## config.mk

```make
export PLATFORM = sky130hd
export DESIGN_NAME = interleaved_crc32c_digest_unit_flat
export DESIGN_NICKNAME = d
export VERILOG_FILES = /design/src/design/icd_pkg.sv /design/src/design/icd_in_if.sv /design/src/design/icd_out_if.sv /design/src/design/icd_front.sv /design/src/design/icd_queue.sv /design/src/design/icd_back.sv /design/src/design/interleaved_crc32c_digest_unit.sv /design/src/flat_wrapper.sv
export VERILOG_INCLUDE_DIRS = /design/src /design/src/design
export SDC_FILE = /design/constraint.sdc
export NUM_CORES = 1
export LEC_CHECK = 0
export ABC_AREA = 1
export BUFFER_PORTS_ARGS = -buffer_cell sky130_fd_sc_hd__clkbuf_2
export CAP_MARGIN = 20
export CELL_PAD_IN_SITES_DETAIL_PLACEMENT = 1
export CELL_PAD_IN_SITES_GLOBAL_PLACEMENT = 2
export CORE_UTILIZATION = 41
export CTS_CLUSTER_DIAMETER = 60
export CTS_CLUSTER_SIZE = 8
export DETAILED_ROUTE_END_ITERATION = 7
export HOLD_SLACK_MARGIN = 0.1
export PLACE_DENSITY = 0.95
export SYNTH_ARGS = -nofsm -noshare
export SYNTH_HDL_FRONTEND = slang
export SYNTH_SLANG_ARGS = --single-unit
```

## constraint.sdc

```tcl
create_clock -name clk -period 21.8 [get_ports clk]
set_input_delay 2.18 -clock clk [delete_from_list [all_inputs] [get_ports clk]]
set_output_delay 2.18 -clock clk [all_outputs]
set_load 0.05 [all_outputs]
```

## src/design/assert_macros.svh

```systemverilog
// Assertion macros shared by the digest unit RTL.
// No dependencies; the including module must have clk and rst_n in scope.
`ifndef ASSERT_MACROS_SVH
`define ASSERT_MACROS_SVH
`ifndef SYNTHESIS
// Property must hold at every clock edge outside reset.
`define ICD_ASSERT(label, prop) \
    label: assert property (@(posedge clk) disable iff (!rst_n) (prop)) \
        else $error("assertion failed");
// Condition must never be true outside reset.
`define ICD_ASSERT_NEVER(label, cond) \
    label: assert property (@(posedge clk) disable iff (!rst_n) !(cond)) \
        else $error("forbidden condition seen");
`else
`define ICD_ASSERT(label, prop)
`define ICD_ASSERT_NEVER(label, cond)
`endif
`endif

```

## src/design/icd_pkg.sv

```systemverilog
// Shared types, constants and CRC-32C functions for the digest unit.
// No dependencies.
`default_nettype none

package icd_pkg;

    // Reflected Castagnoli polynomial and CRC start value
    localparam logic [31:0] CRC_POLY_REFL = 32'h82F6_3B78;
    localparam logic [31:0] CRC_INIT      = 32'hFFFF_FFFF;

    localparam int unsigned QUEUE_DEPTH_DEF = 4;

    // Lane numbers
    localparam logic [1:0] LANE_ZERO = 2'd0;
    localparam logic [1:0] LANE_ONE  = 2'd1;
    localparam logic [1:0] LANE_TWO  = 2'd2;

    typedef enum logic [1:0] {
        OP_FEED  = 2'd0,   // fold data into a lane
        OP_FINAL = 2'd1,   // fold data, then finalize the message
        OP_SHORT = 2'd2    // message too short, report status only
    } op_t;

    typedef struct packed {
        op_t         op;
        logic [1:0]  lane;
        logic [63:0] data;
    } q_entry_t;

    typedef struct packed {
        logic     valid;
        q_entry_t entry;
    } q_push_t;

    typedef struct packed {
        logic empty;
        logic full;
    } q_status_t;

    // Reflected CRC-32C over 64 bits, LSB first
    function automatic logic [31:0] crc32c_64(input logic [31:0] crc_in,
                                              input logic [63:0] data);
        logic [31:0] c;
        logic        fb;
        c = crc_in;
        for (int i = 0; i < 64; i++) begin
            fb = c[0] ^ data[i];
            c  = {1'b0, c[31:1]} ^ (fb ? CRC_POLY_REFL : 32'h0);
        end
        return c;
    endfunction

    // Reflected CRC-32C over 96 bits, LSB first
    function automatic logic [31:0] crc32c_96(input logic [31:0] crc_in,
                                              input logic [95:0] data);
        logic [31:0] c;
        logic        fb;
        c = crc_in;
        for (int i = 0; i < 96; i++) begin
            fb = c[0] ^ data[i];
            c  = {1'b0, c[31:1]} ^ (fb ? CRC_POLY_REFL : 32'h0);
        end
        return c;
    endfunction

endpackage

`default_nettype wire

```

## src/design/icd_in_if.sv

```systemverilog
// Chunk input channel: valid/ready handshake with chunk payload.
// No dependencies.
`default_nettype none

interface icd_in_if;
    logic        valid;
    logic        ready;
    logic [63:0] chunk_data;
    logic        last_chunk;

    modport source (output valid, chunk_data, last_chunk, input ready);
    modport sink   (input valid, chunk_data, last_chunk, output ready);
endinterface

`default_nettype wire

```

## src/design/icd_out_if.sv

```systemverilog
// Digest output channel: valid/ready handshake with digest payload.
// No dependencies.
`default_nettype none

interface icd_out_if;
    logic        valid;
    logic        ready;
    logic [63:0] digest;
    logic        status;

    modport source (output valid, digest, status, input ready);
    modport sink   (input valid, digest, status, output ready);
endinterface

`default_nettype wire

```

## src/design/icd_front.sv

```systemverilog
// Front end: accepts chunks, holds the two newest back, assigns lanes
// and pushes lane operations into the queue. Uses icd_pkg, icd_in_if.
`default_nettype none

module icd_front
    import icd_pkg::*;
(
    input  wire logic  clk,
    input  wire logic  rst_n,
    icd_in_if.sink     in,
    input  q_status_t  q_stat,
    output q_push_t    push
);

    logic [63:0] held0_reg, held0_next;
    logic [63:0] held1_reg, held1_next;
    logic [1:0]  held_cnt_reg, held_cnt_next;
    logic [1:0]  phase_reg, phase_next;
    logic [1:0]  drain_reg, drain_next;

    logic [1:0]  phase_wrap;
    logic [1:0]  phase_sat;
    logic        accept;

    assign phase_wrap = (phase_reg == LANE_TWO) ? LANE_ZERO : phase_reg + 2'd1;
    assign phase_sat  = (phase_reg == LANE_TWO) ? LANE_TWO  : phase_reg + 2'd1;

    // No new beat while the tail of a message drains or the queue is full
    assign in.ready = (drain_reg == 2'd0) && !q_stat.full;
    assign accept   = in.valid && in.ready;

    always_comb
    begin
        held0_next    = held0_reg;
        held1_next    = held1_reg;
        held_cnt_next = held_cnt_reg;
        phase_next    = phase_reg;
        drain_next    = drain_reg;
        push.valid    = 1'b0;
        push.entry.op   = OP_FEED;
        push.entry.lane = phase_reg;
        push.entry.data = held0_reg;

        if (drain_reg != 2'd0)
        begin
            // Tail: remaining held chunks go to min(phase, 2)
            if (!q_stat.full)
            begin
                push.valid    = 1'b1;
                push.entry.op = (drain_reg == 2'd1) ? OP_FINAL : OP_FEED;
                held0_next    = held1_reg;
                phase_next    = phase_sat;
                drain_next    = drain_reg - 2'd1;
                if (drain_reg == 2'd1)
                begin
                    held_cnt_next = 2'd0;
                    phase_next    = LANE_ZERO;
                end
            end
        end
        else if (accept)
        begin
            if (!in.last_chunk)
            begin
                if (held_cnt_reg == 2'd2)
                begin
                    // Oldest held chunk is now known to be a full-group member
                    push.valid = 1'b1;
                    phase_next = phase_wrap;
                    held0_next = held1_reg;
                    held1_next = in.chunk_data;
                end
                else
                begin
                    if (held_cnt_reg == 2'd0)
                    begin
                        held0_next = in.chunk_data;
                    end
                    else
                    begin
                        held1_next = in.chunk_data;
                    end
                    held_cnt_next = held_cnt_reg + 2'd1;
                end
            end
            else if (held_cnt_reg != 2'd2)
            begin
                // Fewer than three chunks in the message
                push.valid    = 1'b1;
                push.entry.op = OP_SHORT;
                held_cnt_next = 2'd0;
                phase_next    = LANE_ZERO;
            end
            else
            begin
                // First of three pending chunks; two more follow
                push.valid = 1'b1;
                held0_next = held1_reg;
                held1_next = in.chunk_data;
                phase_next = phase_sat;
                drain_next = 2'd2;
            end
        end
    end

    // Control state
    always_ff @(posedge clk or negedge rst_n)
    begin
        if (!rst_n)
        begin
            held_cnt_reg <= 2'd0;
            phase_reg    <= LANE_ZERO;
            drain_reg    <= 2'd0;
        end
        else
        begin
            held_cnt_reg <= held_cnt_next;
            phase_reg    <= phase_next;
            drain_reg    <= drain_next;
        end
    end

    // Held chunk payload
    always_ff @(posedge clk)
    begin
        held0_reg <= held0_next;
        held1_reg <= held1_next;
    end

endmodule

`default_nettype wire

```

## src/design/icd_queue.sv

```systemverilog
// Small FIFO of lane operations between front and back end.
// Uses icd_pkg.
`default_nettype none

module icd_queue
    import icd_pkg::*;
#(
    parameter int unsigned DEPTH = QUEUE_DEPTH_DEF
)
(
    input  wire logic  clk,
    input  wire logic  rst_n,
    input  q_push_t    push,
    input  wire logic  pop,
    output q_entry_t   head,
    output q_status_t  stat
);

    localparam int unsigned PTR_W = (DEPTH > 1) ? $clog2(DEPTH) : 1;
    localparam int unsigned CNT_W = $clog2(DEPTH + 1);
    localparam logic [PTR_W-1:0] PTR_LAST = PTR_W'(DEPTH - 1);
    localparam logic [CNT_W-1:0] CNT_FULL = CNT_W'(DEPTH);

    q_entry_t         mem_reg [DEPTH];
    logic [PTR_W-1:0] wr_ptr_reg, wr_ptr_next;
    logic [PTR_W-1:0] rd_ptr_reg, rd_ptr_next;
    logic [CNT_W-1:0] count_reg, count_next;
    logic             do_push;
    logic             do_pop;

    assign stat.empty = (count_reg == '0);
    assign stat.full  = (count_reg == CNT_FULL);
    assign head       = mem_reg[rd_ptr_reg];

    assign do_push = push.valid && !stat.full;
    assign do_pop  = pop && !stat.empty;

    // Pointer and fill count update
    always_comb
    begin
        wr_ptr_next = wr_ptr_reg;
        rd_ptr_next = rd_ptr_reg;
        count_next  = count_reg;
        if (do_push)
        begin
            wr_ptr_next = (wr_ptr_reg == PTR_LAST) ? '0 : wr_ptr_reg + 1'b1;
        end
        if (do_pop)
        begin
            rd_ptr_next = (rd_ptr_reg == PTR_LAST) ? '0 : rd_ptr_reg + 1'b1;
        end
        case ({do_push, do_pop})
            2'b10:   count_next = count_reg + 1'b1;
            2'b01:   count_next = count_reg - 1'b1;
            default: count_next = count_reg;
        endcase
    end

    always_ff @(posedge clk or negedge rst_n)
    begin
        if (!rst_n)
        begin
            wr_ptr_reg <= '0;
            rd_ptr_reg <= '0;
            count_reg  <= '0;
        end
        else
        begin
            wr_ptr_reg <= wr_ptr_next;
            rd_ptr_reg <= rd_ptr_next;
            count_reg  <= count_next;
        end
    end

    // Entry storage
    always_ff @(posedge clk)
    begin
        if (do_push)
        begin
            mem_reg[wr_ptr_reg] <= push.entry;
        end
    end

endmodule

`default_nettype wire

```

## src/design/icd_back.sv

```systemverilog
// Back end: runs the three CRC-32C lanes, finalizes the message and
// holds the result beat. Uses icd_pkg, icd_out_if.
`default_nettype none

module icd_back
    import icd_pkg::*;
(
    input  wire logic  clk,
    input  wire logic  rst_n,
    input  q_entry_t   head,
    input  q_status_t  q_stat,
    output logic       pop,
    icd_out_if.source  out
);

    logic [31:0] lane0_reg, lane0_next;
    logic [31:0] lane1_reg, lane1_next;
    logic [31:0] lane2_reg, lane2_next;
    logic        fin_reg, fin_next;
    logic        out_valid_reg, out_valid_next;
    logic [63:0] digest_reg, digest_next;
    logic        status_reg, status_next;

    logic        out_free;
    logic [31:0] lane_cur;
    logic [31:0] lane_upd;
    logic [31:0] c0, c1, c2;
    logic [31:0] comb_crc;

    assign out_free  = !out_valid_reg || out.ready;
    assign out.valid = out_valid_reg;
    assign out.digest = digest_reg;
    assign out.status = status_reg;

    // Lanes stay untouched while a finished message waits for its digest
    assign pop = !q_stat.empty && !fin_reg && ((head.op != OP_SHORT) || out_free);

    // Selected lane and its update
    always_comb
    begin
        case (head.lane)
            LANE_ZERO: lane_cur = lane0_reg;
            LANE_ONE:  lane_cur = lane1_reg;
            default:   lane_cur = lane2_reg;
        endcase
    end
    assign lane_upd = crc32c_64(lane_cur, head.data);

    // Final lane values and the CRC over them
    assign c0       = ~lane0_reg;
    assign c1       = ~lane1_reg;
    assign c2       = ~lane2_reg;
    assign comb_crc = ~crc32c_96(CRC_INIT, {c2, c1, c0});

    always_comb
    begin
        lane0_next     = lane0_reg;
        lane1_next     = lane1_reg;
        lane2_next     = lane2_reg;
        fin_next       = fin_reg;
        out_valid_next = out_valid_reg;
        digest_next    = digest_reg;
        status_next    = status_reg;

        if (out_valid_reg && out.ready)
        begin
            out_valid_next = 1'b0;
        end

        if (fin_reg)
        begin
            if (out_free)
            begin
                out_valid_next = 1'b1;
                digest_next    = {c0 ^ c1 ^ c2, comb_crc};
                status_next    = 1'b0;
                fin_next       = 1'b0;
                lane0_next     = CRC_INIT;
                lane1_next     = CRC_INIT;
                lane2_next     = CRC_INIT;
            end
        end
        else if (pop)
        begin
            case (head.op)
                OP_FEED, OP_FINAL:
                begin
                    case (head.lane)
                        LANE_ZERO: lane0_next = lane_upd;
                        LANE_ONE:  lane1_next = lane_upd;
                        default:   lane2_next = lane_upd;
                    endcase
                    fin_next = (head.op == OP_FINAL);
                end
                default:
                begin
                    out_valid_next = 1'b1;
                    digest_next    = 64'h0;
                    status_next    = 1'b1;
                    lane0_next     = CRC_INIT;
                    lane1_next     = CRC_INIT;
                    lane2_next     = CRC_INIT;
                end
            endcase
        end
    end

    always_ff @(posedge clk or negedge rst_n)
    begin
        if (!rst_n)
        begin
            lane0_reg     <= CRC_INIT;
            lane1_reg     <= CRC_INIT;
            lane2_reg     <= CRC_INIT;
            fin_reg       <= 1'b0;
            out_valid_reg <= 1'b0;
        end
        else
        begin
            lane0_reg     <= lane0_next;
            lane1_reg     <= lane1_next;
            lane2_reg     <= lane2_next;
            fin_reg       <= fin_next;
            out_valid_reg <= out_valid_next;
        end
    end

    // Result payload
    always_ff @(posedge clk)
    begin
        digest_reg <= digest_next;
        status_reg <= status_next;
    end

endmodule

`default_nettype wire

```

## src/design/interleaved_crc32c_digest_unit.sv

```systemverilog
// Interleaved CRC-32C digest unit: top level.
// Uses icd_pkg, icd_in_if, icd_out_if, icd_front, icd_queue, icd_back.
//
// Usage:
//   in  : one beat per 8-byte chunk (byte 0 in bits 7:0); last_chunk marks
//         the final chunk of a message.
//   out : one beat per message, sent after its last chunk: digest holds
//         the XOR of the three lane CRCs (upper word) and the CRC-32C of
//         the three lane CRCs (lower word); status is 1 for a message of
//         fewer than three chunks, with a zero digest.
//   Throughput: one chunk per cycle inside a message while the queue is not
//   full, set by the single 64-bit lane update in the back end; the last chunk
//   of a message of three or more chunks blocks the input while the held
//   chunks drain into the queue.
//   Result path: the final lane operation passes the queue and the lane
//   update, then the digest is registered (a short message skips the lane update).
//   Reset: lanes return to all ones, the queue empties, no beat pending.
//   A stalled result is held in the output register; the queue keeps
//   taking chunks until it fills, then ready drops.
`default_nettype none
`include "assert_macros.svh"

module interleaved_crc32c_digest_unit
    import icd_pkg::*;
#(
    parameter int unsigned QUEUE_DEPTH = QUEUE_DEPTH_DEF
)
(
    input  wire logic  clk,
    input  wire logic  rst_n,
    icd_in_if.sink     in,
    icd_out_if.source  out
);

    q_push_t   push;
    q_entry_t  head;
    q_status_t q_stat;
    logic      pop;

    icd_front u_front (
        .clk    (clk),
        .rst_n  (rst_n),
        .in     (in),
        .q_stat (q_stat),
        .push   (push)
    );

    icd_queue #(
        .DEPTH (QUEUE_DEPTH)
    ) u_queue (
        .clk   (clk),
        .rst_n (rst_n),
        .push  (push),
        .pop   (pop),
        .head  (head),
        .stat  (q_stat)
    );

    icd_back u_back (
        .clk    (clk),
        .rst_n  (rst_n),
        .head   (head),
        .q_stat (q_stat),
        .pop    (pop),
        .out    (out)
    );

    // Checks
    `ICD_ASSERT(a_short_zero_digest, (out.valid && out.status) |-> (out.digest == 64'h0))
    `ICD_ASSERT(a_full_blocks_input, q_stat.full |-> !in.ready)
    `ICD_ASSERT_NEVER(a_queue_flags, q_stat.full && q_stat.empty)

endmodule

`default_nettype wire

```

## src/flat_wrapper.sv

```systemverilog
// flat-port wrapper written by rule: the top's interface ports become plain ports
module interleaved_crc32c_digest_unit_flat import icd_pkg::*;
#(
    parameter int unsigned QUEUE_DEPTH = QUEUE_DEPTH_DEF
)
  (clk, rst_n, in_valid, in_chunk_data, in_last_chunk, in_ready, out_valid, out_digest, out_status, out_ready);
  icd_in_if in_i ();
  icd_out_if out_i ();
  input  wire logic clk;
  input  wire logic rst_n;
  input wire logic [$bits(in_i.valid)-1:0] in_valid;
  input wire logic [$bits(in_i.chunk_data)-1:0] in_chunk_data;
  input wire logic [$bits(in_i.last_chunk)-1:0] in_last_chunk;
  output wire logic [$bits(in_i.ready)-1:0] in_ready;
  output wire logic [$bits(out_i.valid)-1:0] out_valid;
  output wire logic [$bits(out_i.digest)-1:0] out_digest;
  output wire logic [$bits(out_i.status)-1:0] out_status;
  input wire logic [$bits(out_i.ready)-1:0] out_ready;
  assign in_i.valid = in_valid;
  assign in_i.chunk_data = in_chunk_data;
  assign in_i.last_chunk = in_last_chunk;
  assign in_ready = in_i.ready;
  assign out_valid = out_i.valid;
  assign out_digest = out_i.digest;
  assign out_status = out_i.status;
  assign out_i.ready = out_ready;
  interleaved_crc32c_digest_unit #(.QUEUE_DEPTH(QUEUE_DEPTH)) u_core (.clk(clk), .rst_n(rst_n), .in(in_i), .out(out_i));
endmodule
```

# Word level (Yosys, flattened, before mapping)
# Memory sizes are Yosys's and may differ from the RTL's.
# Cells that the tools add are included.
[classes]
addsub = 7
n_eq_ne = 25
mux = 236
bitwise_logic = 326
n_reduce_logical = 36
[ops]
columns = ["cell", "n"]
rows = [
  ["32-bit two-way mux", 173],
  ["31-bit by 32-bit bitwise XOR with 32-bit output", 159],
  ["64-bit two-way mux", 15],
  ["1-bit bitwise XOR", 159],
  ["32-bit NOT", 4],
  ["32-bit case mux with 2 select lines", 1],
  ["32-bit bitwise XOR", 2],
  ["2-bit two-way mux", 25],
  ["31-bit NOT", 1],
  ["1-bit two-way mux", 18],
  ["3-bit AND reduction", 5],
  ["2-bit != test (second input constant)", 6],
  ["3-bit != test (second input constant)", 4],
  ["4-bit AND reduction", 3],
  ["2-bit == test (second input constant)", 5],
  ["2-bit nonzero test", 5],
  ["3-bit two-way mux", 3],
  ["2-bit by 1-bit adder with 2-bit output (second input constant)", 4],
  ["2-bit by 1-bit == test with 1-bit output (second input constant)", 4],
  ["2-bit zero test", 4],
  ["1-bit logical AND", 7],
  ["3-bit by 2-bit != test with 1-bit output (second input constant)", 2],
  ["3-bit case mux with 2 select lines", 1],
  ["5-bit AND reduction", 1],
  ["13 further kinds", 19],
]
[word_totals]
ff_bits = 304
mem_bits_rw = 272
output_inout_bits = 67
elab_cells = 646
n_memories = 1
[mem_list]
columns = ["memory", "words", "word_bits", "read_ports", "rd_clocked_by_memory_dff", "write_ports", "line", "source"]
rows = [
  ["u_core.u_queue.mem_reg", 4, 68, 1, 0, 1, "icd_queue.sv:24", "q_entry_t mem_reg [DEPTH];"],
]

# Depth between registers and ports, before layout
[depth]
word_depth = 291
mapped_depth = 129
ltp_nobuf = 123

# Cells and area by module
# From an unflattened synthesis, not the netlist that was laid out.
[unflattened]
hier_cells = 7249
hier_area_um2 = 52097.5
[by_module_without_submodules]
columns = ["mod", "instances", "cells_each", "area_each_um2", "seq_area_each_um2"]
rows = [
  ["icd_back", 1, 5965, 35552.8, 4524.3],
  ["icd_queue", 1, 854, 11172.0, 8343.0],
  ["icd_front", 1, 430, 5372.7, 3993.8],
]

# Worst setup path after synthesis
# OpenSTA, ideal clock, no wires.
[synth_path]
path_kind = "reg2reg"
start = "reg u_core.u_back.lane0_reg[0]"
end = "reg u_core.u_back.digest_reg[17], in the netlist u_core.u_back.out.digest[17], data pin"
setup_ps = 254
arrival_time_ps = 10521
t_required_ps = 21546
slack_ps = 11025
path_stages_with_launch = 110
path_buffers = 6
cell_sequence = "dfstp_2 > buf_6 > inv_6 > nand2_1 > nand2_4 > nand2_1 > nand3_2 > nand2_4 > clkinv_4 > nand2_1 > nand2_1 > nand2_2 > nand2_4 > inv_4 > nand2_1 > nand2_1 > nand2_1 > nand2_2 > [... 74 more ...] > nand2_4 > nand3_2 > nand2_4 > nand3_2 > nand2_1 > nand2_2 > nand2_4 > inv_6 > nand2_1 > nand2_2 > nand2_1 > nand2_2 > inv_1 > nand2_2 > nand2_4 > inv_4 > nor2_1 > nor2_2"
[synth_via]
elab_chain_cells = 147
elab_cells_between_ends = 283
classes_between = "mux: 94; bitwise: 189"
[synth_lines]
columns = ["item", "line", "source"]
rows = [
  ["start: declaration", "icd_back.sv:16", "logic [31:0] lane0_reg, lane0_next;"],
  ["start signal: assignment", "icd_back.sv:120", "lane0_reg <= lane0_next;"],
  ["32-bit NOT (*)", "icd_back.sv:50", "assign c0 = ~lane0_reg;"],
  ["32-bit two-way mux (*)", "icd_pkg.sv:61", "c = {1'b0, c[31:1]} ^ (fb ? CRC_POLY_REFL : 32'h0);"],
  ["31-bit NOT (no line)", "-", ""],
  ["31-bit by 32-bit bitwise XOR with 32-bit output (*) (3 in series)", "icd_pkg.sv:61", ""],
  ["1-bit bitwise XOR / 31-bit by 32-bit bitwise XOR with 32-bit output (equally long branches)", "icd_pkg.sv:60, icd_pkg.sv:61", ""],
  ["32-bit two-way mux, or another cell as far along", "icd_pkg.sv:61", ""],
  ["31-bit by 32-bit bitwise XOR with 32-bit output (*) (4 in series)", "icd_pkg.sv:61", ""],
  ["1-bit bitwise XOR / 31-bit by 32-bit bitwise XOR with 32-bit output (equally long branches)", "icd_pkg.sv:60, icd_pkg.sv:61", ""],
  ["[... 120 more ...]", "-", ""],
  ["32-bit two-way mux, or another cell as far along", "icd_pkg.sv:61", ""],
  ["31-bit by 32-bit bitwise XOR with 32-bit output (*) (4 in series)", "icd_pkg.sv:61", ""],
  ["1-bit bitwise XOR / 31-bit by 32-bit bitwise XOR with 32-bit output (equally long branches)", "icd_pkg.sv:60, icd_pkg.sv:61", ""],
  ["32-bit two-way mux / 31-bit by 32-bit bitwise XOR with 32-bit output (equally long branches)", "icd_pkg.sv:61", ""],
  ["31-bit by 32-bit bitwise XOR with 32-bit output (*) (4 in series)", "icd_pkg.sv:61", ""],
  ["32-bit NOT (*)", "icd_back.sv:53", "assign comb_crc = ~crc32c_96(CRC_INIT, {c2, c1, c0});"],
  ["64-bit two-way mux (*)", "icd_back.sv:72", "if (out_free)"],
  ["64-bit two-way mux (*)", "icd_back.sv:70", "if (fin_reg)"],
  ["end signal: assignment", "icd_back.sv:131", "digest_reg <= digest_next;"],
  ["end: declaration", "icd_back.sv:21", "logic [63:0] digest_reg, digest_next;"],
]
# Every way passes the cells marked *; elsewhere a longest branch is shown, timed or not. The select of a mux whose other input is x is not followed.
# A chain may end at the register's enable or synchronous reset.

# Worst setup path in the final report
[layout_path]
start = "reg u_core.u_back.lane0_reg[1]"
end = "reg u_core.u_back.digest_reg[3], in the netlist u_core.u_back.out.digest[3], data pin"
[layout_via]
elab_chain_cells = 147
elab_cells_between_ends = 283
classes_between = "mux: 94; bitwise: 189"
[layout_lines]
columns = ["item", "line", "source"]
rows = [
  ["32-bit NOT (*)", "icd_back.sv:50", ""],
  ["1-bit bitwise XOR (*)", "icd_pkg.sv:60", "fb = c[0] ^ data[i];"],
  ["32-bit two-way mux (*)", "icd_pkg.sv:61", ""],
  ["31-bit by 32-bit bitwise XOR with 32-bit output (*) (4 in series)", "icd_pkg.sv:61", ""],
  ["1-bit bitwise XOR / 31-bit by 32-bit bitwise XOR with 32-bit output (equally long branches)", "icd_pkg.sv:60, icd_pkg.sv:61", ""],
  ["32-bit two-way mux, or another cell as far along", "icd_pkg.sv:61", ""],
  ["31-bit by 32-bit bitwise XOR with 32-bit output (*) (4 in series)", "icd_pkg.sv:61", ""],
  ["1-bit bitwise XOR / 31-bit by 32-bit bitwise XOR with 32-bit output (equally long branches)", "icd_pkg.sv:60, icd_pkg.sv:61", ""],
  ["[... 120 more ...]", "-", ""],
  ["32-bit two-way mux, or another cell as far along", "icd_pkg.sv:61", ""],
  ["31-bit by 32-bit bitwise XOR with 32-bit output (*) (4 in series)", "icd_pkg.sv:61", ""],
  ["1-bit bitwise XOR / 31-bit by 32-bit bitwise XOR with 32-bit output (equally long branches)", "icd_pkg.sv:60, icd_pkg.sv:61", ""],
  ["32-bit two-way mux, or another cell as far along", "icd_pkg.sv:61", ""],
  ["31-bit by 32-bit bitwise XOR with 32-bit output (*) (3 in series)", "icd_pkg.sv:61", ""],
  ["32-bit NOT (*)", "icd_back.sv:53", ""],
  ["64-bit two-way mux (*)", "icd_back.sv:72", ""],
  ["64-bit two-way mux (*)", "icd_back.sv:70", ""],
]
# Marks and branches as above.

==> impl_metrics.ini <==
[floorplanning]
io_pins = 136
initial_core_util = 0.415
num_rows = 134
die_x_um = 370
dieArea_mm2 = 0.137
core_region_area_mm2 = 0.134
die-height_um = 370

[synthesis]
netlist.top_cell.by_area = edfxtp_1
ys_seq_elements = 576
syn-num-nets = 7807
ys_seq_area_frac = 0.303
yosys.area.top_type_share = 0.251
synth_edf_count = 465
syn_area_mm2 = 0.0556
yosys.cell_count.top_type = nand2_1
postSynthCellCount = 7724
synthTopCellsByCount = nand2_1 (2986), nand3_1 (974), xor2_1 (672)
synth_ff_type = edfxtp_1
syn_area_per_cell_um2 = 7.20
synth_top_cells_by_area = edfxtp_1 (25%), nand2_1 (20%), xor2_1 (11%)
synthArstFlopShare = 0.193
yosysWarnings = 0
synth_cell_type_count = 64

[cts]
cts_buffers = 88
clk_pin_slew_ns = 0.06
post_cts_buffers = 0
clk_path_buf_depth = 3
clock-sinks = 576
htree_levels = 3
clock_latency_ns = 0.71
holdBufCountCts = 0
cts_root_buf = clkbuf_16
cts_resized = 0
cts_tree = done

[route]
wire_per_inst_um = 21.3
antenna_left = 0
drcViolationCount = 0
wl_um = 204000
drtIter0Drc = 3410
vias = 51700
dr.pass1.iters = 5
avgViaCountPerCell = 5.40

[placed_design]
placed_area_mm2 = 0.0572
dp.cells = 9441
gp_congestion = 0.948
port_buffers = 135
place_hpwl_um = 160000

[finish]
synthToLayoutAreaGrowth_pct = 7.60
largest_register_ff_count = 272
fin_nets = 7848
diodes = 0
n_fill_cell = 16900
finalNonFillerCells = 9580
design_area_mm2 = 0.0598
drive_gt1_frac = 0.171

[grt]
grt_first_pass_wirelength_um = 312000
antenna_found_initial = 3
grt_max_degree = 105
grt_pass1_vias = 52400
overflow = 0
grt_usage = 0.293

[setup_path]
worstSetupStartpointType = register
crit_path_frequent_cell = nand2_1
cp_max_fo = 16
ff2ff_setup_slack_ns = 4.06
path_delay_family = simple AND/OR/NAND/NOR gates
critPathMaxStageDelay_ns = 0.80
critPathKind = register to register
cpMaxStageDelayCell = dfstp_2
required_ns = 22.20
cp_num_buf_inv = 9
cp.arrival_ns = 18.14
end_kind = register

[sta]
rsz0062_at_grt = no
worst_pin_slew_ns = 1.14
max_freq_ghz = 0.0564
clock_skew_ns = 0.0705
slew_headroom = 0.237
hold_violations = 0
final_max_slew_viol_count = 0
min_period_over_period = 0.814
finalSetupViolCount = 0
layout_min_cycle_time_ns = 17.74
fin_hold_ws_ns = 0.478
setup_tns_ns = 0

[run_status]
status = finished, final reports clean

[min_path]
hold_class = register to register

[run]
drv_cap = 0
[cell type report]
type,count,area (um2),area share
Tap cell,1768,2210,0.0370
Sequential cell,576,16900,0.282
Clock buffer,121,2350,0.0392
Inverter,643,2510,0.0420
Timing Repair Buffer,164,928,0.0155
Multi-Input combinational cell,6292,34700,0.580
Clock inverter,16,249,0.00416
[kinds of logic after synthesis]
group                    after synthesis  synth area share
buffers and inverters                856            0.0736
AO/OA/AOI/OAI                        334            0.0357
AND/OR/NAND/NOR                     4984             0.422
XOR/XNOR                             960             0.162
adder cells (fa/ha/maj)               14           0.00329
flip-flops                           576             0.303
[routing by layer]
layer  wire (um)  GRT usage  share of wire
met5          13          0       0.000064
met1       92000      0.393           0.45
met2       96800      0.493           0.48
met3        8310     0.0322          0.041
met4        6490     0.0882          0.032
[final timing paths]
path | start | to | cells past startpoint
setup / recovery | u_core.u_back.lane0_reg[1] | u_core.u_back.out.digest[3] | 102
setup reg to reg | u_core.u_back.lane0_reg[1] | u_core.u_back.out.digest[3] | 102
min in group asynchronous | rst_n | u_core.u_front.held_cnt_reg[0] | 1
max in group asynchronous | rst_n | u_core.u_back.lane2_reg[20] | 2
hold / removal | u_core.u_back.lane2_reg[21] | u_core.u_back.lane2_reg[21] | 2
hold reg to reg | u_core.u_back.lane2_reg[21] | u_core.u_back.lane2_reg[21] | 2
[tightest hold or removal path: stages (launching register included)]
cell and delay, ns:
dfstp_2 0.37, nand2_1 0.06, nand2_1 0.05
[metrics by stage]
step                worst slack (ns)  utilization
floorplan                      11.02            -
global placement                4.75        0.427
detailed placement              4.37        0.427
CTS                             4.23        0.446
global route                    2.80        0.447
finish                          4.06        0.447
[cells in the final DEF (no fill, tap or decap), drive strengths merged]
cell | Yosys | routed
o2111ai | 1 | 1
ha | 13 | 13
edfxtp | 465 | 465
clkbuf | 70 | 255
fa | 1 | 1
nand4 | 13 | 13
a32o | 9 | 9
xor2 | 714 | 714
nand2b | 1 | 1
nor2 | 207 | 207
o22ai | 42 | 42
buf | 140 | 30
dfrtp | 15 | 15
o211ai | 1 | 1
xnor3 | 1 | 1
a32oi | 17 | 17
or2 | 124 | 124
o221ai | 28 | 28
nand2 | 3516 | 3516
dfstp | 96 | 96
bufinv | 0 | 1
nand3b | 38 | 38
clkinvlp | 0 | 2
a31o | 1 | 1
o21ai | 160 | 160
inv | 636 | 639
a21o | 4 | 4
xnor2 | 245 | 245
a31oi | 1 | 1
nand3 | 1081 | 1081
nor3 | 4 | 4
a21oi | 70 | 70
clkinv | 7 | 17
Power is left out: the tool's default activity adds up to more than one toggle a clock period on the data nets, which glitch-free logic cannot reach.
